`src/hdl/bill_credit_handshake_defines.svh`:
```
// Assertion macros for the bill credit handshake block.
// Included by the modules that carry assertions; empty bodies when SYNTH is defined.
`ifndef BILL_CREDIT_HANDSHAKE_DEFINES_SVH
`define BILL_CREDIT_HANDSHAKE_DEFINES_SVH
`ifndef SYNTH
// lbl: label, ck: clock, rn: active-low reset, ante: antecedent, cons: consequent
`define BCH_ASSERT_SAME(lbl, ck, rn, ante, cons) \
  lbl: assert property (@(posedge ck) disable iff (!rn) (ante) |-> (cons)) \
    else $error("bch assertion failed");
`define BCH_ASSERT_NEXT(lbl, ck, rn, ante, cons) \
  lbl: assert property (@(posedge ck) disable iff (!rn) (ante) |=> (cons)) \
    else $error("bch assertion failed");
`else
`define BCH_ASSERT_SAME(lbl, ck, rn, ante, cons)
`define BCH_ASSERT_NEXT(lbl, ck, rn, ante, cons)
`endif
`endif

```
`src/hdl/bch_pkg.sv`:
```
// Shared types and constants for the bill credit handshake block.
// No dependencies.
package bch_pkg;

  localparam int HOLD_W    = 16;
  localparam int SHORT_W   = 8;
  localparam int DENOM_W   = 3;
  localparam int VEND_W    = 3;
  localparam int CFG_IDX_W = 2;
  localparam int CFG_DAT_W = 16;
  localparam int IN_DATA_W  = 8;
  localparam int OUT_DATA_W = 8;

  localparam logic [HOLD_W-1:0]  HOLD_RST    = 16'd280;
  localparam logic [SHORT_W-1:0] POLL_RST    = 8'd2;
  localparam logic [SHORT_W-1:0] LIMIT_RST   = 8'd10;
  localparam logic [SHORT_W-1:0] RELEASE_RST = 8'd10;
  localparam logic [VEND_W-1:0]  VEND_HIGH   = 3'h7;
  localparam logic [VEND_W-1:0]  VEND_LOW    = 3'h0;
  localparam logic [SHORT_W-1:0] CNT_MAX     = 8'hff;

  typedef enum logic [CFG_IDX_W-1:0] {
    REG_HOLD    = 2'd0,
    REG_POLL    = 2'd1,
    REG_LIMIT   = 2'd2,
    REG_RELEASE = 2'd3
  } reg_idx_t;

  typedef enum logic [2:0] {
    PH_IDLE      = 3'd0,
    PH_HOLD_LOW  = 3'd1,
    PH_POLL      = 3'd2,
    PH_WAIT_HIGH = 3'd3,
    PH_HOLD_ZERO = 3'd4,
    PH_HOLD_CODE = 3'd5,
    PH_RELEASE   = 3'd6
  } phase_t;

  typedef enum logic [1:0] {
    ST_IDLE  = 2'd0,
    ST_BUSY  = 2'd1,
    ST_DONE  = 2'd2,
    ST_ABORT = 2'd3
  } status_t;

  typedef struct packed {
    logic [HOLD_W-1:0]  hold_ticks;
    logic [SHORT_W-1:0] poll_ticks;
    logic [SHORT_W-1:0] poll_limit;
    logic [SHORT_W-1:0] release_ticks;
  } cfg_t;

  typedef struct packed {
    logic               ack_level;
    logic [DENOM_W-1:0] denom;
    logic               start_req;
  } item_t;

  typedef struct packed {
    status_t           status;
    logic [VEND_W-1:0] vend_lines;
    logic              busy_level;
  } res_t;

endpackage

```
`src/hdl/bch_cfg.sv`:
```
// Configuration register bank for the bill credit handshake block.
// Depends on bch_pkg.
module bch_cfg import bch_pkg::*; (
  input  logic                 clk,
  input  logic                 rst_n,
  input  logic                 cfg_we,
  input  logic [CFG_IDX_W-1:0] cfg_index,
  input  logic [CFG_DAT_W-1:0] cfg_wdata,
  output cfg_t                 cfg
);

  cfg_t cfg_r;

  always_ff @(posedge clk) begin
    if (!rst_n) begin
      cfg_r.hold_ticks    <= HOLD_RST;
      cfg_r.poll_ticks    <= POLL_RST;
      cfg_r.poll_limit    <= LIMIT_RST;
      cfg_r.release_ticks <= RELEASE_RST;
    end else if (cfg_we) begin
      unique case (reg_idx_t'(cfg_index))
        REG_HOLD:    cfg_r.hold_ticks    <= cfg_wdata[HOLD_W-1:0];
        REG_POLL:    cfg_r.poll_ticks    <= cfg_wdata[SHORT_W-1:0];
        REG_LIMIT:   cfg_r.poll_limit    <= cfg_wdata[SHORT_W-1:0];
        REG_RELEASE: cfg_r.release_ticks <= cfg_wdata[SHORT_W-1:0];
        default: ;
      endcase
    end
  end

  assign cfg = cfg_r;

endmodule

```
`src/hdl/bch_seq.sv`:
```
// Credit handshake sequencer: phase, tick timer, poll counter and line registers.
// Depends on bch_pkg and bill_credit_handshake_defines.svh.
`include "bill_credit_handshake_defines.svh"
module bch_seq import bch_pkg::*; #(
  parameter int TIMER_BITS = 16
) (
  input  logic  clk,
  input  logic  rst_n,
  input  logic  step_en,
  input  item_t item,
  input  cfg_t  cfg,
  output res_t  res_nxt
);

  localparam logic [31:0] TMAX = 32'((64'd1 << TIMER_BITS) - 64'd1);

  phase_t                  phase_r, phase_nxt;
  logic [TIMER_BITS-1:0]   timer_r, timer_nxt, timer_dec;
  logic [SHORT_W-1:0]      cnt_r, cnt_nxt;
  logic [VEND_W-1:0]       code_r, code_nxt;
  logic                    busy_r, busy_nxt;
  logic [VEND_W-1:0]       vend_r, vend_nxt;
  logic                    expired;
  logic [TIMER_BITS-1:0]   hold_ld, poll_ld, rel_ld;
  status_t                 status;

  function automatic logic [TIMER_BITS-1:0] sat_load(input logic [31:0] v);
    return (v > TMAX) ? TMAX[TIMER_BITS-1:0] : v[TIMER_BITS-1:0];
  endfunction

  assign hold_ld   = sat_load(32'(cfg.hold_ticks));
  assign poll_ld   = sat_load(32'(cfg.poll_ticks));
  assign rel_ld    = sat_load(32'(cfg.release_ticks));
  assign expired   = (timer_r <= TIMER_BITS'(1));
  assign timer_dec = expired ? '0 : timer_r - TIMER_BITS'(1);

  always_comb begin
    phase_nxt = phase_r;
    timer_nxt = timer_r;
    cnt_nxt   = cnt_r;
    code_nxt  = code_r;
    busy_nxt  = busy_r;
    vend_nxt  = vend_r;
    status    = ST_BUSY;
    unique case (phase_r)
      PH_HOLD_LOW: begin
        timer_nxt = timer_dec;
        if (expired) begin
          vend_nxt  = code_r;
          cnt_nxt   = '0;
          timer_nxt = TIMER_BITS'(1);
          phase_nxt = PH_POLL;
        end
      end
      PH_POLL: begin
        timer_nxt = timer_dec;
        if (expired) begin
          if (!item.ack_level) begin
            phase_nxt = PH_WAIT_HIGH;
          end else if (cnt_r > cfg.poll_limit) begin
            busy_nxt  = 1'b1;
            vend_nxt  = VEND_HIGH;
            phase_nxt = PH_IDLE;
            status    = ST_ABORT;
          end else begin
            if (cnt_r != CNT_MAX) cnt_nxt = cnt_r + SHORT_W'(1);
            timer_nxt = poll_ld;
          end
        end
      end
      PH_WAIT_HIGH: begin
        if (item.ack_level) begin
          vend_nxt  = VEND_LOW;
          timer_nxt = hold_ld;
          phase_nxt = PH_HOLD_ZERO;
        end
      end
      PH_HOLD_ZERO: begin
        timer_nxt = timer_dec;
        if (expired) begin
          vend_nxt  = code_r;
          timer_nxt = hold_ld;
          phase_nxt = PH_HOLD_CODE;
        end
      end
      PH_HOLD_CODE: begin
        timer_nxt = timer_dec;
        if (expired) begin
          vend_nxt = VEND_HIGH;
          if (cfg.release_ticks == '0) begin
            busy_nxt  = 1'b1;
            phase_nxt = PH_IDLE;
            status    = ST_DONE;
          end else begin
            timer_nxt = rel_ld;
            phase_nxt = PH_RELEASE;
          end
        end
      end
      PH_RELEASE: begin
        timer_nxt = timer_dec;
        if (expired) begin
          busy_nxt  = 1'b1;
          phase_nxt = PH_IDLE;
          status    = ST_DONE;
        end
      end
      default: begin
        phase_nxt = PH_IDLE;
        if (item.start_req) begin
          code_nxt  = ~item.denom;
          busy_nxt  = 1'b0;
          vend_nxt  = VEND_LOW;
          timer_nxt = hold_ld;
          phase_nxt = PH_HOLD_LOW;
        end else begin
          status = ST_IDLE;
        end
      end
    endcase
  end

  always_ff @(posedge clk) begin
    if (!rst_n) begin
      phase_r <= PH_IDLE;
      timer_r <= '0;
      cnt_r   <= '0;
      code_r  <= VEND_HIGH;
      busy_r  <= 1'b1;
      vend_r  <= VEND_HIGH;
    end else if (step_en) begin
      phase_r <= phase_nxt;
      timer_r <= timer_nxt;
      cnt_r   <= cnt_nxt;
      code_r  <= code_nxt;
      busy_r  <= busy_nxt;
      vend_r  <= vend_nxt;
    end
  end

  assign res_nxt.busy_level = busy_nxt;
  assign res_nxt.vend_lines = vend_nxt;
  assign res_nxt.status     = status;

  `BCH_ASSERT_SAME(a_idle_busy_high, clk, rst_n, phase_r == PH_IDLE, busy_r)
  `BCH_ASSERT_SAME(a_active_busy_low, clk, rst_n, phase_r != PH_IDLE, !busy_r)
  `BCH_ASSERT_SAME(a_poll_shows_code, clk, rst_n,
                   phase_r == PH_POLL || phase_r == PH_WAIT_HIGH, vend_r == code_r)
  `BCH_ASSERT_NEXT(a_end_to_idle, clk, rst_n,
                   step_en && (status == ST_DONE || status == ST_ABORT),
                   phase_r == PH_IDLE && vend_r == VEND_HIGH)

endmodule

```
`src/hdl/bill_credit_handshake.sv`:
```
// Bill credit handshake: one tick item in, one line-level result out per item.
// Throughput is one item per clock while a full result register is not held by a low out_tready.
// An accepted item is registered in the input register, stepped through the sequencer into the
// result register and then offered on out_tdata; a full result register that out_tready does
// not take stalls the step. The sequencer advances at most one step per item, and in_tready
// follows out_tready only when both the input and the result register are full.
// Depends on bch_pkg, bch_cfg and bch_seq.
module bill_credit_handshake import bch_pkg::*; #(
  parameter int TIMER_BITS = 16
) (
  input  logic                  clk,
  input  logic                  rst_n,
  input  logic                  in_tvalid,
  output logic                  in_tready,
  input  logic [IN_DATA_W-1:0]  in_tdata,   // [0] start_req, [3:1] denom, [4] ack_level
  output logic                  out_tvalid,
  input  logic                  out_tready,
  output logic [OUT_DATA_W-1:0] out_tdata,  // [0] busy_level, [3:1] vend_lines, [5:4] status
  input  logic                  cfg_we,
  input  logic [CFG_IDX_W-1:0]  cfg_index,
  input  logic [CFG_DAT_W-1:0]  cfg_wdata
);

  cfg_t  cfg;
  item_t item_r;
  logic  item_vld_r;
  res_t  res_nxt, res_r;
  logic  res_vld_r;
  logic  step_en;

  assign step_en   = item_vld_r && (!res_vld_r || out_tready);
  assign in_tready = !item_vld_r || step_en;

  always_ff @(posedge clk) begin
    if (!rst_n) begin
      item_vld_r <= 1'b0;
      res_vld_r  <= 1'b0;
    end else begin
      if (in_tready) item_vld_r <= in_tvalid;
      if (step_en) begin
        res_vld_r <= 1'b1;
      end else if (out_tready) begin
        res_vld_r <= 1'b0;
      end
    end
  end

  always_ff @(posedge clk) begin
    if (in_tready && in_tvalid) item_r <= item_t'(in_tdata[$bits(item_t)-1:0]);
    if (step_en) res_r <= res_nxt;
  end

  bch_cfg u_cfg (
    .clk       (clk),
    .rst_n     (rst_n),
    .cfg_we    (cfg_we),
    .cfg_index (cfg_index),
    .cfg_wdata (cfg_wdata),
    .cfg       (cfg)
  );

  bch_seq #(
    .TIMER_BITS (TIMER_BITS)
  ) u_seq (
    .clk     (clk),
    .rst_n   (rst_n),
    .step_en (step_en),
    .item    (item_r),
    .cfg     (cfg),
    .res_nxt (res_nxt)
  );

  assign out_tvalid = res_vld_r;
  assign out_tdata  = {(OUT_DATA_W - $bits(res_t))'(0), res_r};

endmodule

```
`config.mk`:
```
export PLATFORM = sky130hd
export DESIGN_NAME = bill_credit_handshake
export DESIGN_NICKNAME = d
export VERILOG_FILES = /design/src/hdl/bch_pkg.sv /design/src/hdl/bch_cfg.sv /design/src/hdl/bch_seq.sv /design/src/hdl/bill_credit_handshake.sv
export VERILOG_INCLUDE_DIRS = /design/src /design/src/hdl
export SDC_FILE = /design/constraint.sdc
export NUM_CORES = 1
export LEC_CHECK = 0
export BUFFER_PORTS_ARGS = -buffer_cell sky130_fd_sc_hd__buf_2
export CAP_MARGIN = 25
export CORE_MARGIN = 5
export CORE_UTILIZATION = 60
export CTS_CLUSTER_SIZE = 30
export DETAILED_ROUTE_END_ITERATION = 8
export PLACE_DENSITY = 0.81
export SLEW_MARGIN = 20
export SYNTH_ARGS = -nofsm -noshare
export SYNTH_HDL_FRONTEND = slang
export SYNTH_HIERARCHICAL = 1
export SYNTH_SLANG_ARGS = --single-unit
```
`constraint.sdc`:
```
create_clock -name clk -period 2.7 [get_ports clk]
set_clock_uncertainty 0.05 [all_clocks]
set_input_delay 0.135 -clock clk [delete_from_list [all_inputs] [get_ports clk]]
set_output_delay 0.135 -clock clk [all_outputs]
set_load 0.005 [all_outputs]
```
==> out/qor.yml <==
cpPeakStageDelay_ns: 0.63
die_area_sq_um: 10100
cts_buffer_depth: 2
crit_buf_inv: 1
synth_area_leaders: "dfxtp_1, mux2i_1, edfxtp_1, nand2_1, a21oi_1"
worstSetupEndpointType: "flip-flop"
finalWirelength_microns: 12300
ir_worst_vdd_mv: 0.333
htreeDepth: 3
grt_pass1_wl_microns: 20500
pin_count: 41
antenna_cells: 0
rrSetupSlack_ns: 0.18
startpoint_type: "flip-flop"
antenna_found_initial: 0
fin_area_sq_um: 5500
relSlewSlack: 0.572
dr.first_iter.drc_count: 535
utilization: 0.679
die_w_microns: 100
clkTransAtPathRegs_ns: 0.10
route.detailed.drc: 0
max_freq_mhz: 396
initial_core_util: 0.606
period_share: 0.935
synth.cell_area_sq_um: 4910
slowest_stage: "and4_1"
total_power_mw: 3.13
cts_made_buffers: 9
reg2reg_to: "out_tdata[3]"
dpl_cell_area_sq_um: 5140
worstSetupStartpoint: "u_seq/timer_r[0]"
async_flop_share: 0
tns_ns: 0
synth_cell_types: 73
first_global_vias: 4295
core_area_sq_um: 8090
setup_ws_ns: 0.176
crit_fanout: 16
worstRegToRegCells: 7
track_usage: 0.250
fp.dieH_microns: 100
area_growth_pct: 12.1
synth_area_per_cell_sq_um: 8.47
drt-vias-per-instance: 6.38
cts_setup_buffers: 0
cp.required_ns: 2.74
r2r_start: "u_seq/timer_r[0]"
syn_inst: 579
p_leak_nw: 2.21
ys.warnings.count: 6
synth_edf_count: 11
ant_nets: 0
cts-root-buf: "clkbuf_8"
setup_viol: 0
worst_slew_pin_slew_ns: 0.642
drive_above_1_share: 0.133
final_cell_mix: "nand2_1, dfxtp_1, a21oi_1"
cp_top_family: "compound AO/OA/AOI/OAI gates"
post_drt_wl_per_cell_microns: 16.9
hp-class: "primary input to flip-flop"
critPathKind: "flip-flop to flip-flop"
cp.depth: 7
portBuffers: 35
dp_slack_ns: 0.276
core.rowCount: 33
final_common_cell: "nand2_1"
crit_path_cell_trace: "inv_1 -> ha_1 -> o21a_1 -> and4_1 -> o22ai_1 -> a21oi_1 -> a22oi_1"
drv_cap: 0
grt-ovfl-total: 0
yosys.area.top_type: "dfxtp_1"
endpoint: "out_tdata[3]"
period_minus_slack_ns: 2.52
grt_max_degree: 64
pwr_density_cell_nw_per_um2: 569
gp_congestion: 0.934
vias: 4656
dpl.hpwl_microns: 8670
finalHoldViolCount: 0
nFillCells: 643
ys_seq_elements: 87
drtPass1Iterations: 5
ys_seq_area_frac: 0.377
synth_flop_cell: "dfxtp_1"
fin_nets: 662
clock_latency_ns: 0.36
maxSlewViolCount: 0
cts_sinks: 87
cts_tree: "built"
outcome: "complete, no violations"
cp.arrival_ns: 2.56
yosysTopAreaCellShare: 0.310
grt_setup_unrepaired: "false"
==> per-layer routing <==
| layer | vias to the layer above | wire length (microns) | GRT usage |
|---|---|---|---|
| met1 | 2194 | 5260 | 0.330 |
| met2 | 221 | 5850 | 0.392 |
| met5 | - | 0 | 0 |
| li1 | 2211 | - | - |
| met4 | 0 | 331 | 0.111 |
| met3 | 30 | 896 | 0.0542 |
==> metrics by stage <==
stage          hold WS, ns  cells
6_report            0.0489    730
3_5_place_dp         0.264    699
2_1_floorplan        0.184    580
3_3_place_gp         0.263    699
5_1_grt             0.0393    730
4_1_cts             0.0332    730
==> worst min-delay path: stages <==
cell and delay [ns]:
buf_2 0.09, nand4bb_1 0.10, o211ai_1 0.09
==> power breakdown <==
part | total [mW] | leakage, nW | internal, mW | switching (mW)
sequential | 1.45 | 0.725 | 1.38 | 0.0713
combinational | 0.716 | 1.37 | 0.271 | 0.444
clock | 0.958 | 0.109 | 0.451 | 0.507
total | 3.13 | 2.21 | 2.10 | 1.02
==> cell type report <==
cell class              instances  area [sq um]  area share
flip-flops and latches         87          1850       0.337
clock inverters                 4          32.5     0.00592
clock buffers                  12           176      0.0321
well taps                     105           131      0.0239
inverters                      20          75.1      0.0137
multi-input cells             435          2780       0.505
repair buffers                 67           453      0.0824
==> kinds of logic after synthesis <==
family / Yosys count / share of synthesized area
and+or+nand+nor: 218 / 0.232
adders and majority gates: 14 / 0.0342
xor gates and xnor gates: 2 / 0.00357
other: 1 / 0.000764
buffers and inverters: 58 / 0.0571
DFF: 87 / 0.377
AOI/OAI and AO/OA: 159 / 0.214
muxes: 40 / 0.0816
==> sequential cells by signal (all words and copies together) (netlist names), 3 cells and up <==
name and flops:
out_tdata 6, u_seq/code_r 3, u_cfg/cfg 40, u_seq/vend_r 3, u_seq/timer_r 16, item_r 5
u_seq/cnt_r 8, u_seq/phase_r 3
==> cell usage after synthesis, types with 8 or more instances <==
| cell | number |
|---|---|
| edfxtp_1 | 11 |
| o21ai_0 | 30 |
| a31oi_1 | 9 |
| nand3_1 | 25 |
| dfxtp_1 | 76 |
| nor4_1 | 8 |
| ha_1 | 11 |
| nand2_1 | 82 |
| mux2i_1 | 40 |
| a21oi_1 | 42 |
| nor2_1 | 29 |
| nor3_1 | 11 |
| buf_2 | 9 |
| nor2b_1 | 13 |
| or3_1 | 8 |
| o211ai_1 | 11 |
| clkbuf_1 | 18 |
| inv_1 | 20 |
| a22oi_1 | 11 |
==> how the worst min path moves through the flow <==
stage,start,to,slack (ns),cells after the start
final,cfg_wdata[4],u_cfg/cfg[28],0.05,3
after global routing,cfg_wdata[4],u_cfg/cfg[20],0.04,3
after CTS,cfg_wdata[4],u_cfg/cfg[4],0.03,3
after detailed placement,in_tdata[1],item_r[1],0.26,1
after global placement,in_tdata[3],item_r[3],0.26,1
after floorplan,in_tdata[0],item_r[0],0.18,0
==> repair_timing <==
| action | 4_1_cts | 5_1_grt |
|---|---|---|
| endpoints found under the hold margin | 15 | 0 |
| hold buffers | 15 | 0 |
| resized for setup | 0 | 0 |
No activity file was read; power rests on OpenSTA's default activity.
